File: config.mk
export PLATFORM = sky130hd
export DESIGN_NAME = wait_for_graph_cycle_detect_unit
export DESIGN_NICKNAME = d
export VERILOG_FILES = /design/src/rtl/wfg_pkg.sv /design/src/rtl/wfg_front.sv /design/src/rtl/wfg_walker.sv /design/src/rtl/wait_for_graph_cycle_detect_unit.sv
export SDC_FILE = /design/constraint.sdc
export NUM_CORES = 1
export LEC_CHECK = 0
export BUFFER_PORTS_ARGS = -buffer_cell sky130_fd_sc_hd__buf_2
export CORE_MARGIN = 10
export CORE_UTILIZATION = 30
export CTS_BUF_LIST = sky130_fd_sc_hd__clkbuf_8
export DETAILED_ROUTE_END_ITERATION = 12
export PLACE_DENSITY = 0.51
export SKIP_LAST_GASP = 1
export SYNTH_ARGS = -nofsm -noshare
export SYNTH_HDL_FRONTEND = slang
export SYNTH_HIERARCHICAL = 1
export SYNTH_SLANG_ARGS = --single-unit
File: constraint.sdc
create_clock -name i_clk -period 6.8 [get_ports i_clk]
set_input_delay 0.68 -clock i_clk [delete_from_list [all_inputs] [get_ports i_clk]]
set_output_delay 0.68 -clock i_clk [all_outputs]
set_load 0.03 [all_outputs]
File: src/rtl/wfg_pkg.sv
// ----------------------------------------------------------------------------
// wfg_pkg
// Shared constants, types and helper functions for the wait-for graph
// cycle detector.
// ----------------------------------------------------------------------------
package wfg_pkg;

    // Graph size and derived widths.
    localparam int MAX_NODES   = 16;
    localparam int NODE_W      = $clog2(MAX_NODES);
    localparam int CNT_W       = NODE_W + 1;

    // Input word layout: row_index, then row_bits, padded to whole bytes.
    localparam int IN_FIELDS_W = NODE_W + MAX_NODES;
    localparam int IN_DATA_W   = ((IN_FIELDS_W + 7) / 8) * 8;
    localparam int OUT_DATA_W  = 8;

    // Depth of the queue between the front and the walker.
    localparam int QUEUE_DEPTH = 4;
    localparam int QUEUE_W     = $clog2(QUEUE_DEPTH);

    // Reset value of the process count register.
    localparam logic [CNT_W-1:0] COUNT_RESET = CNT_W'(MAX_NODES);

    // One decoded input word as it waits in the queue.
    typedef struct packed {
        logic                 last;
        logic [MAX_NODES-1:0] bits;
        logic [NODE_W-1:0]    idx;
    } t_row_item;

    // Index of the lowest set bit; zero when no bit is set.
    function automatic logic [NODE_W-1:0] first_set(input logic [MAX_NODES-1:0] v);
        logic [NODE_W-1:0] r;
        r = '0;
        for (int i = MAX_NODES - 1; i >= 0; i--) begin
            if (v[i]) begin
                r = NODE_W'(i);
            end
        end
        return r;
    endfunction

    // Mask with every bit below k set.
    function automatic logic [MAX_NODES-1:0] low_mask(input logic [CNT_W-1:0] k);
        logic [MAX_NODES-1:0] m;
        m = '0;
        for (int i = 0; i < MAX_NODES; i++) begin
            m[i] = (CNT_W'(i) < k);
        end
        return m;
    endfunction

endpackage

File: src/rtl/wfg_front.sv
// ----------------------------------------------------------------------------
// wfg_front
// Accepts input words, splits them into row items and holds them in a
// short queue until the walker takes them.
// ----------------------------------------------------------------------------
module wfg_front import wfg_pkg::*; (
    input  logic                 i_clk,
    input  logic                 i_rst_n,
    input  logic                 i_valid,
    output logic                 o_ready,
    input  logic [IN_DATA_W-1:0] i_data,
    input  logic                 i_last,
    output logic                 o_item_valid,
    output t_row_item            o_item,
    input  logic                 i_item_pop
);

    t_row_item          r_mem [QUEUE_DEPTH];
    logic [QUEUE_W-1:0] r_wr_ptr;
    logic [QUEUE_W-1:0] r_rd_ptr;
    logic [QUEUE_W:0]   r_count;
    logic               push;
    t_row_item          in_item;

    // Decode the incoming word into its fields.
    always_comb begin
        in_item.idx  = i_data[NODE_W-1:0];
        in_item.bits = i_data[NODE_W +: MAX_NODES];
        in_item.last = i_last;
    end

    assign o_ready      = (r_count != (QUEUE_W + 1)'(QUEUE_DEPTH));
    assign push         = i_valid && o_ready;
    assign o_item_valid = (r_count != '0);
    assign o_item       = r_mem[r_rd_ptr];

    // Queue storage, no reset needed.
    always_ff @(posedge i_clk) begin
        if (push) begin
            r_mem[r_wr_ptr] <= in_item;
        end
    end

    // Queue pointers and fill count.
    always_ff @(posedge i_clk) begin
        if (!i_rst_n) begin
            r_wr_ptr <= '0;
            r_rd_ptr <= '0;
            r_count  <= '0;
        end else begin
            if (push) begin
                r_wr_ptr <= r_wr_ptr + 1'b1;
            end
            if (i_item_pop) begin
                r_rd_ptr <= r_rd_ptr + 1'b1;
            end
            case ({push, i_item_pop})
                2'b10:   r_count <= r_count + 1'b1;
                2'b01:   r_count <= r_count - 1'b1;
                default: r_count <= r_count;
            endcase
        end
    end

    // The fill count never passes the queue depth.
    a_count_bound: assert property (@(posedge i_clk) disable iff (!i_rst_n)
        r_count <= (QUEUE_W + 1)'(QUEUE_DEPTH))
        else $error("queue count above depth");

    // The walker never takes from an empty queue.
    a_no_underflow: assert property (@(posedge i_clk) disable iff (!i_rst_n)
        i_item_pop |-> (r_count != '0))
        else $error("pop from empty queue");

endmodule

File: src/rtl/wfg_walker.sv
// ----------------------------------------------------------------------------
// wfg_walker
// Stores adjacency rows and, after the last row, runs a depth-first walk
// with visited and on-path marks, one edge step per cycle. Holds the
// result in an output register.
// ----------------------------------------------------------------------------
module wfg_walker import wfg_pkg::*; (
    input  logic             i_clk,
    input  logic             i_rst_n,
    input  logic [CNT_W-1:0] i_count,
    input  logic             i_item_valid,
    input  t_row_item        i_item,
    output logic             o_item_pop,
    output logic             o_valid,
    input  logic             i_ready,
    output logic             o_found
);

    localparam logic [1:0] ST_IDLE   = 2'd0;
    localparam logic [1:0] ST_START  = 2'd1;
    localparam logic [1:0] ST_WALK   = 2'd2;
    localparam logic [1:0] ST_RESULT = 2'd3;

    localparam logic [CNT_W-1:0] DEPTH_MAX = CNT_W'(MAX_NODES);

    logic [MAX_NODES-1:0] r_adj      [MAX_NODES];
    logic [NODE_W-1:0]    r_stk_node [MAX_NODES];
    logic [CNT_W-1:0]     r_stk_col  [MAX_NODES];
    logic [MAX_NODES-1:0] r_visited;
    logic [MAX_NODES-1:0] r_on_path;
    logic [CNT_W-1:0]     r_depth;
    logic [1:0]           r_state;
    logic                 r_found;
    logic                 r_out_valid;
    logic                 r_out_found;

    logic [CNT_W-1:0]     n_eff;
    logic [MAX_NODES-1:0] node_mask;
    logic [NODE_W-1:0]    top_idx;
    logic [NODE_W-1:0]    top_node;
    logic [CNT_W-1:0]     top_col;
    logic [MAX_NODES-1:0] cand;
    logic                 hit;
    logic [NODE_W-1:0]    next_node;
    logic [MAX_NODES-1:0] unvisited;
    logic [NODE_W-1:0]    start_node;
    logic                 out_load;

    // Active node range and the next edge out of the top of the stack.
    always_comb begin
        n_eff      = (i_count > DEPTH_MAX) ? DEPTH_MAX : i_count;
        node_mask  = low_mask(n_eff);
        top_idx    = r_depth[NODE_W-1:0] - 1'b1;
        top_node   = r_stk_node[top_idx];
        top_col    = r_stk_col[top_idx];
        cand       = r_adj[top_node] & node_mask & ~low_mask(top_col);
        hit        = |cand;
        next_node  = first_set(cand);
        unvisited  = node_mask & ~r_visited;
        start_node = first_set(unvisited);
    end

    assign o_item_pop = (r_state == ST_IDLE) && i_item_valid;
    assign out_load   = (r_state == ST_RESULT) && (!r_out_valid || i_ready);
    assign o_valid    = r_out_valid;
    assign o_found    = r_out_found;

    // Row store and walk stack contents.
    always_ff @(posedge i_clk) begin
        if (o_item_pop) begin
            r_adj[i_item.idx] <= i_item.bits;
        end
        if ((r_state == ST_START) && (unvisited != '0)) begin
            r_stk_node[0] <= start_node;
            r_stk_col[0]  <= '0;
        end
        if ((r_state == ST_WALK) && hit) begin
            r_stk_col[top_idx] <= {1'b0, next_node} + CNT_W'(1);
            if (!r_on_path[next_node] && !r_visited[next_node] && (r_depth < DEPTH_MAX)) begin
                r_stk_node[r_depth[NODE_W-1:0]] <= next_node;
                r_stk_col[r_depth[NODE_W-1:0]]  <= '0;
            end
        end
    end

    // Walk sequencer and marks.
    always_ff @(posedge i_clk) begin
        if (!i_rst_n) begin
            r_state   <= ST_IDLE;
            r_visited <= '0;
            r_on_path <= '0;
            r_depth   <= '0;
            r_found   <= 1'b0;
        end else begin
            unique case (r_state)
                ST_IDLE: begin
                    if (o_item_pop && i_item.last) begin
                        r_visited <= '0;
                        r_on_path <= '0;
                        r_depth   <= '0;
                        r_state   <= ST_START;
                    end
                end
                ST_START: begin
                    if (unvisited == '0) begin
                        r_found <= 1'b0;
                        r_state <= ST_RESULT;
                    end else begin
                        r_visited[start_node] <= 1'b1;
                        r_on_path[start_node] <= 1'b1;
                        r_depth               <= CNT_W'(1);
                        r_state               <= ST_WALK;
                    end
                end
                ST_WALK: begin
                    if (hit) begin
                        if (r_on_path[next_node]) begin
                            r_found <= 1'b1;
                            r_state <= ST_RESULT;
                        end else if (!r_visited[next_node] && (r_depth < DEPTH_MAX)) begin
                            r_visited[next_node] <= 1'b1;
                            r_on_path[next_node] <= 1'b1;
                            r_depth              <= r_depth + 1'b1;
                        end
                    end else begin
                        // Every edge of the top node is done: back out of it.
                        r_on_path[top_node] <= 1'b0;
                        r_depth             <= r_depth - 1'b1;
                        if (r_depth == CNT_W'(1)) begin
                            r_state <= ST_START;
                        end
                    end
                end
                ST_RESULT: begin
                    if (out_load) begin
                        r_state <= ST_IDLE;
                    end
                end
                default: begin
                    r_state <= ST_IDLE;
                end
            endcase
        end
    end

    // Output register.
    always_ff @(posedge i_clk) begin
        if (!i_rst_n) begin
            r_out_valid <= 1'b0;
        end else if (out_load) begin
            r_out_valid <= 1'b1;
        end else if (i_ready) begin
            r_out_valid <= 1'b0;
        end
    end

    always_ff @(posedge i_clk) begin
        if (out_load) begin
            r_out_found <= r_found;
        end
    end

    // A node on the current path is always marked visited.
    a_path_visited: assert property (@(posedge i_clk) disable iff (!i_rst_n)
        (r_on_path & ~r_visited) == '0)
        else $error("on-path node not visited");

    // The walk never steps with an empty stack.
    a_walk_depth: assert property (@(posedge i_clk) disable iff (!i_rst_n)
        (r_state == ST_WALK) |-> (r_depth != '0) && (r_depth <= DEPTH_MAX))
        else $error("walk with bad stack depth");

    // The number of on-path nodes equals the stack depth during a walk.
    a_path_count: assert property (@(posedge i_clk) disable iff (!i_rst_n)
        (r_state == ST_WALK) |-> ($countones(r_on_path) == 32'(r_depth)))
        else $error("path marks disagree with stack depth");

    // No row is taken while a check is running.
    a_no_pop_busy: assert property (@(posedge i_clk) disable iff (!i_rst_n)
        (r_state != ST_IDLE) |-> !o_item_pop)
        else $error("row taken during a check");

endmodule

File: src/rtl/wait_for_graph_cycle_detect_unit.sv
// ----------------------------------------------------------------------------
// A row word is written into the queue when it is accepted and is stored by
// the walker when popped; rows flow at one word per cycle while the walker is
// idle. A check after the last row walks the edges among the active nodes;
// the walker does one edge step, push or pop per cycle and accepts no row
// meanwhile.
// Reset (synchronous, active low) empties the queue, clears the marks and
// the result, and sets the process count to 16; stored rows are kept.
// ----------------------------------------------------------------------------
// wait_for_graph_cycle_detect_unit
// Deadlock detector: loads wait-for rows and reports whether the graph of
// the active processes holds a cycle.
// ----------------------------------------------------------------------------
module wait_for_graph_cycle_detect_unit import wfg_pkg::*; (
    input  logic                  i_clk,
    input  logic                  i_rst_n,
    // Row words.
    input  logic                  s_axis_tvalid,
    output logic                  s_axis_tready,
    input  logic [IN_DATA_W-1:0]  s_axis_tdata,   // row_index[3:0], row_bits[19:4], zero pad
    input  logic                  s_axis_tlast,   // last_row
    // Result words.
    output logic                  m_axis_tvalid,
    input  logic                  m_axis_tready,
    output logic [OUT_DATA_W-1:0] m_axis_tdata,   // deadlock_found[0], zero pad
    // Process count register.
    input  logic                  i_cfg_valid,
    output logic                  o_cfg_ready,
    input  logic [CNT_W-1:0]      i_cfg_data
);

    logic [CNT_W-1:0] r_count;
    logic             item_valid;
    t_row_item        item;
    logic             item_pop;
    logic             found;

    // Process count register.
    assign o_cfg_ready = 1'b1;

    always_ff @(posedge i_clk) begin
        if (!i_rst_n) begin
            r_count <= COUNT_RESET;
        end else if (i_cfg_valid) begin
            r_count <= i_cfg_data;
        end
    end

    // Front: accept and queue rows.
    wfg_front u_front (
        .i_clk        (i_clk),
        .i_rst_n      (i_rst_n),
        .i_valid      (s_axis_tvalid),
        .o_ready      (s_axis_tready),
        .i_data       (s_axis_tdata),
        .i_last       (s_axis_tlast),
        .o_item_valid (item_valid),
        .o_item       (item),
        .i_item_pop   (item_pop)
    );

    // Back: store rows and walk the graph.
    wfg_walker u_walker (
        .i_clk        (i_clk),
        .i_rst_n      (i_rst_n),
        .i_count      (r_count),
        .i_item_valid (item_valid),
        .i_item       (item),
        .o_item_pop   (item_pop),
        .o_valid      (m_axis_tvalid),
        .i_ready      (m_axis_tready),
        .o_found      (found)
    );

    assign m_axis_tdata = {{(OUT_DATA_W - 1){1'b0}}, found};

endmodule
==> results_dict.tcl <==
set metrics [dict create \
    grt_pass1_vias 16800 \
    worst_setup_path_end_kind "register" \
    crit_path_start_kind "register" \
    hp-class "input pin to register" \
    dr.first_iter.drc_count 1343 \
    p_per_area_mw_per_mm2 369 \
    cts_buffers 94 \
    fin_util 0.350 \
    area_delta_synth_final_pct 15.2 \
    grt_setup_unrepaired "false" \
    setup_viol 0 \
    vias 16600 \
    dieArea_mm2 0.0936 \
    grt.total_usage 0.144 \
    portBuffers 33 \
    synthTopCellsByCount "edfxtp_1, nand2_1, mux2i_1" \
    path_delay_family "compound AO/OA/AOI/OAI gates" \
    synthesis.area_mm2 0.0245 \
    chipWidth_um 306 \
    drive_gt1_frac 0.195 \
    clk_latency_ns 0.70 \
    path_max_fanout 60 \
    cp_common_cell "buf_4" \
    hpwl_um 46300 \
    cp.arrival_ns 6.82 \
    vias_per_cell 5.24 \
    wl_per_cell_um 21.9 \
    ant_nets 0 \
    crit_required_ns 7.19 \
    setup_ws_ns 0.370 \
    drc 0 \
    ys_seq_area_frac 0.606 \
    first_pass_iters 5 \
    async_flop_share 0 \
    crit_chain "inv_1 -> ha_1 -> xor2_2 -> buf_4 -> mux2i_1 -> mux2i_1 -> buf_4 -> and2_1 -> a211oi_1 -> o21ai_0 -> a311o_1 -> a211oi_2 -> o221ai_2 -> a21oi_2 -> buf_12 -> mux2_2 -> a22oi_1 -> and4_1 -> and3_4 -> buf_12 -> o21ai_0 -> buf_4" \
    r2r_setup_slack_ns 0.37 \
    grt_pass1_wl_um 105000 \
    hold_viol 0 \
    htree_levels 3 \
    tightest_slew_ns 1.13 \
    gp_congestion 0.890 \
    p_leak_nw 9.98 \
    synth-main-ff-cell "edfxtp_1" \
    postCtsHoldBufs 0 \
    start_util 0.304 \
    fmaxAchievable_mhz 156 \
    yosys_warnings 6 \
    yosysTopAreaCellShare 0.496 \
    status "completed" \
    ctsLongestPathBuffers 3 \
    cts_root_buf "clkbuf_8" \
    min_period_ns 6.43 \
    overflow 0 \
    path_clk_slew_ns 0.06 \
    clock_skew_ns 0.0709 \
    core_area_mm2 0.0808 \
    synthCells 1900 \
    boundaryPins 46 \
    pre_cts_slack_ns -0.0959 \
    ir_drop_uv 214 \
    grt_max_degree 61 \
    synth-edff-count 405 \
    path_class "register to register" \
    maxCapViolations 0 \
    yosys.area.top_type "edfxtp_1" \
    relSlewSlack 0.249 \
    crit_buf_inv 6 \
    wirelength_um 69700 \
    die-height_um 306 \
    finish.net_count 2092 \
    cp_slowest_cell "xor2_2" \
    final.period_utilization 0.946 \
    stdcell_count 3175 \
    cts_tree "yes" \
    synth_area_leaders "edfxtp_1, dfxtp_1, mux2i_1" \
    ys_ff_latch 540 \
    antenna_found_initial 3 \
    clock-sinks 540 \
    cp_slowest_stage_delay_ns 0.54 \
    synth.distinct_cells 94 \
    slew_violations 0 \
    rows 104 \
    dp.cells 3002 \
    synth_most_common_cell "edfxtp_1" \
    avgSynthCellArea_um2 12.9 \
]
where the power goes:
part           internal, W  leakage [nW]  switching [W]  total [W]
logic              0.00113          4.24        0.00233    0.00346
clock network      0.00149          1.01        0.00138    0.00287
registers          0.00401          4.72      0.0000785    0.00409
total              0.00663          9.98        0.00378     0.0104
area by class of cell:
type	instances	area, um2
inverters	30	113
diodes	1	2.50
fillers	7877	52600
flip-flops and latches	540	14900
well taps	1060	1330
multi-input cells	1206	8870
clock inverters	69	414
clock buffers	103	1420
repair buffers	166	1250
placed cells by master (no fill, tap or decap), drive strengths merged, types with 6 or more instances in the layout:
| cell type | count |
|---|---|
| a211oi | 17 |
| a21boi | 11 |
| a21oi | 85 |
| a221oi | 8 |
| a22oi | 8 |
| a31oi | 106 |
| a32oi | 19 |
| and2 | 19 |
| and3 | 18 |
| buf | 166 |
| clkbuf | 103 |
| clkinv | 39 |
| conb | 8 |
| dfxtp | 135 |
| edfxtp | 405 |
| ha | 18 |
| inv | 57 |
| mux2 | 13 |
| mux2i | 180 |
| mux4 | 56 |
| nand2 | 216 |
| nand2b | 9 |
| nand3 | 46 |
| nand4 | 7 |
| nor2 | 93 |
| nor2b | 13 |
| nor3 | 59 |
| nor3b | 6 |
| nor4 | 9 |
| o21ai | 47 |
| o22ai | 19 |
| o31ai | 10 |
| or2 | 10 |
| or3 | 9 |
| or4 | 7 |
| xnor2 | 7 |
stage by stage:
step	setup TNS (ns)	instance area [um2]	total power (W)	hold WS (ns)
floorplan	0	24600	0.00632	0.409
global placement	-0.186	26400	0.00752	0.438
detailed placement	-2.22	26400	0.00757	0.432
CTS	0	28200	0.0105	0.128
global route	0	28300	0.0109	0.156
finish	0	28300	0.0104	0.199
sequential cells by signal, indices dropped and copies added (netlist names), named ones only:
| name | count |
|---|---|
| u_front/r_wr_ptr | 2 |
| u_front/r_mem | 84 |
| u_walker/r_depth | 5 |
| u_walker/r_stk_col | 80 |
| r_count | 5 |
| u_walker/r_on_path | 16 |
| u_front/r_count | 3 |
| u_front/r_rd_ptr | 2 |
| u_walker/r_adj | 256 |
| u_walker/o_found | 1 |
| u_walker/r_stk_node | 64 |
| u_walker/o_valid | 1 |
| u_walker/r_found | 1 |
| u_walker/r_state | 2 |
| u_walker/r_visited | 16 |
kinds of logic after synthesis:
kind of cell,count (synthesis),synth area share
compound gates,391,0.107
xor+xnor,10,0.00433
fa+ha+maj,19,0.0100
buf+inv,160,0.0375
flops,540,0.606
mux,249,0.132
other cells,2,0.000306
simple gates,529,0.103
what timing repair did:
action,CTS,global route
gates resized for setup,1,4
setup endpoints to repair,29,89
setup buffers,0,0
hold endpoints to repair,0,0
per-layer routing:
layer	GRT usage	vias up	part of all wire	wire, um
li1	-	7612	-	-
met1	0.183	8378	0.43	29800
met2	0.241	541	0.48	33500
met3	0.0304	113	0.064	4490
met4	0.0505	2	0.027	1900
met5	0	-	0.00016	11
path summary, 6_finish.rpt:
check	start	endpoint	cells after the start
min reg2reg	u_walker/r_found	u_walker/o_found	0
min	s_axis_tdata[1]	u_front/r_mem[2][1]	1
max	u_walker/r_depth[0]	u_walker/r_stk_node[14][0]	22
max reg2reg	u_walker/r_depth[0]	u_walker/r_stk_node[14][0]	22
worst reg2reg max path: cells and delay by family, from the launching register on:
kind	cells	cell delay, ns
compound gates	8	1.86
xor+xnor	1	0.54
simple gates	3	0.93
mux	3	0.85
fa+ha+maj	1	0.24
buf+inv	6	1.42
flops	1	0.33
Note: power is estimated with default switching activity, not from simulation.
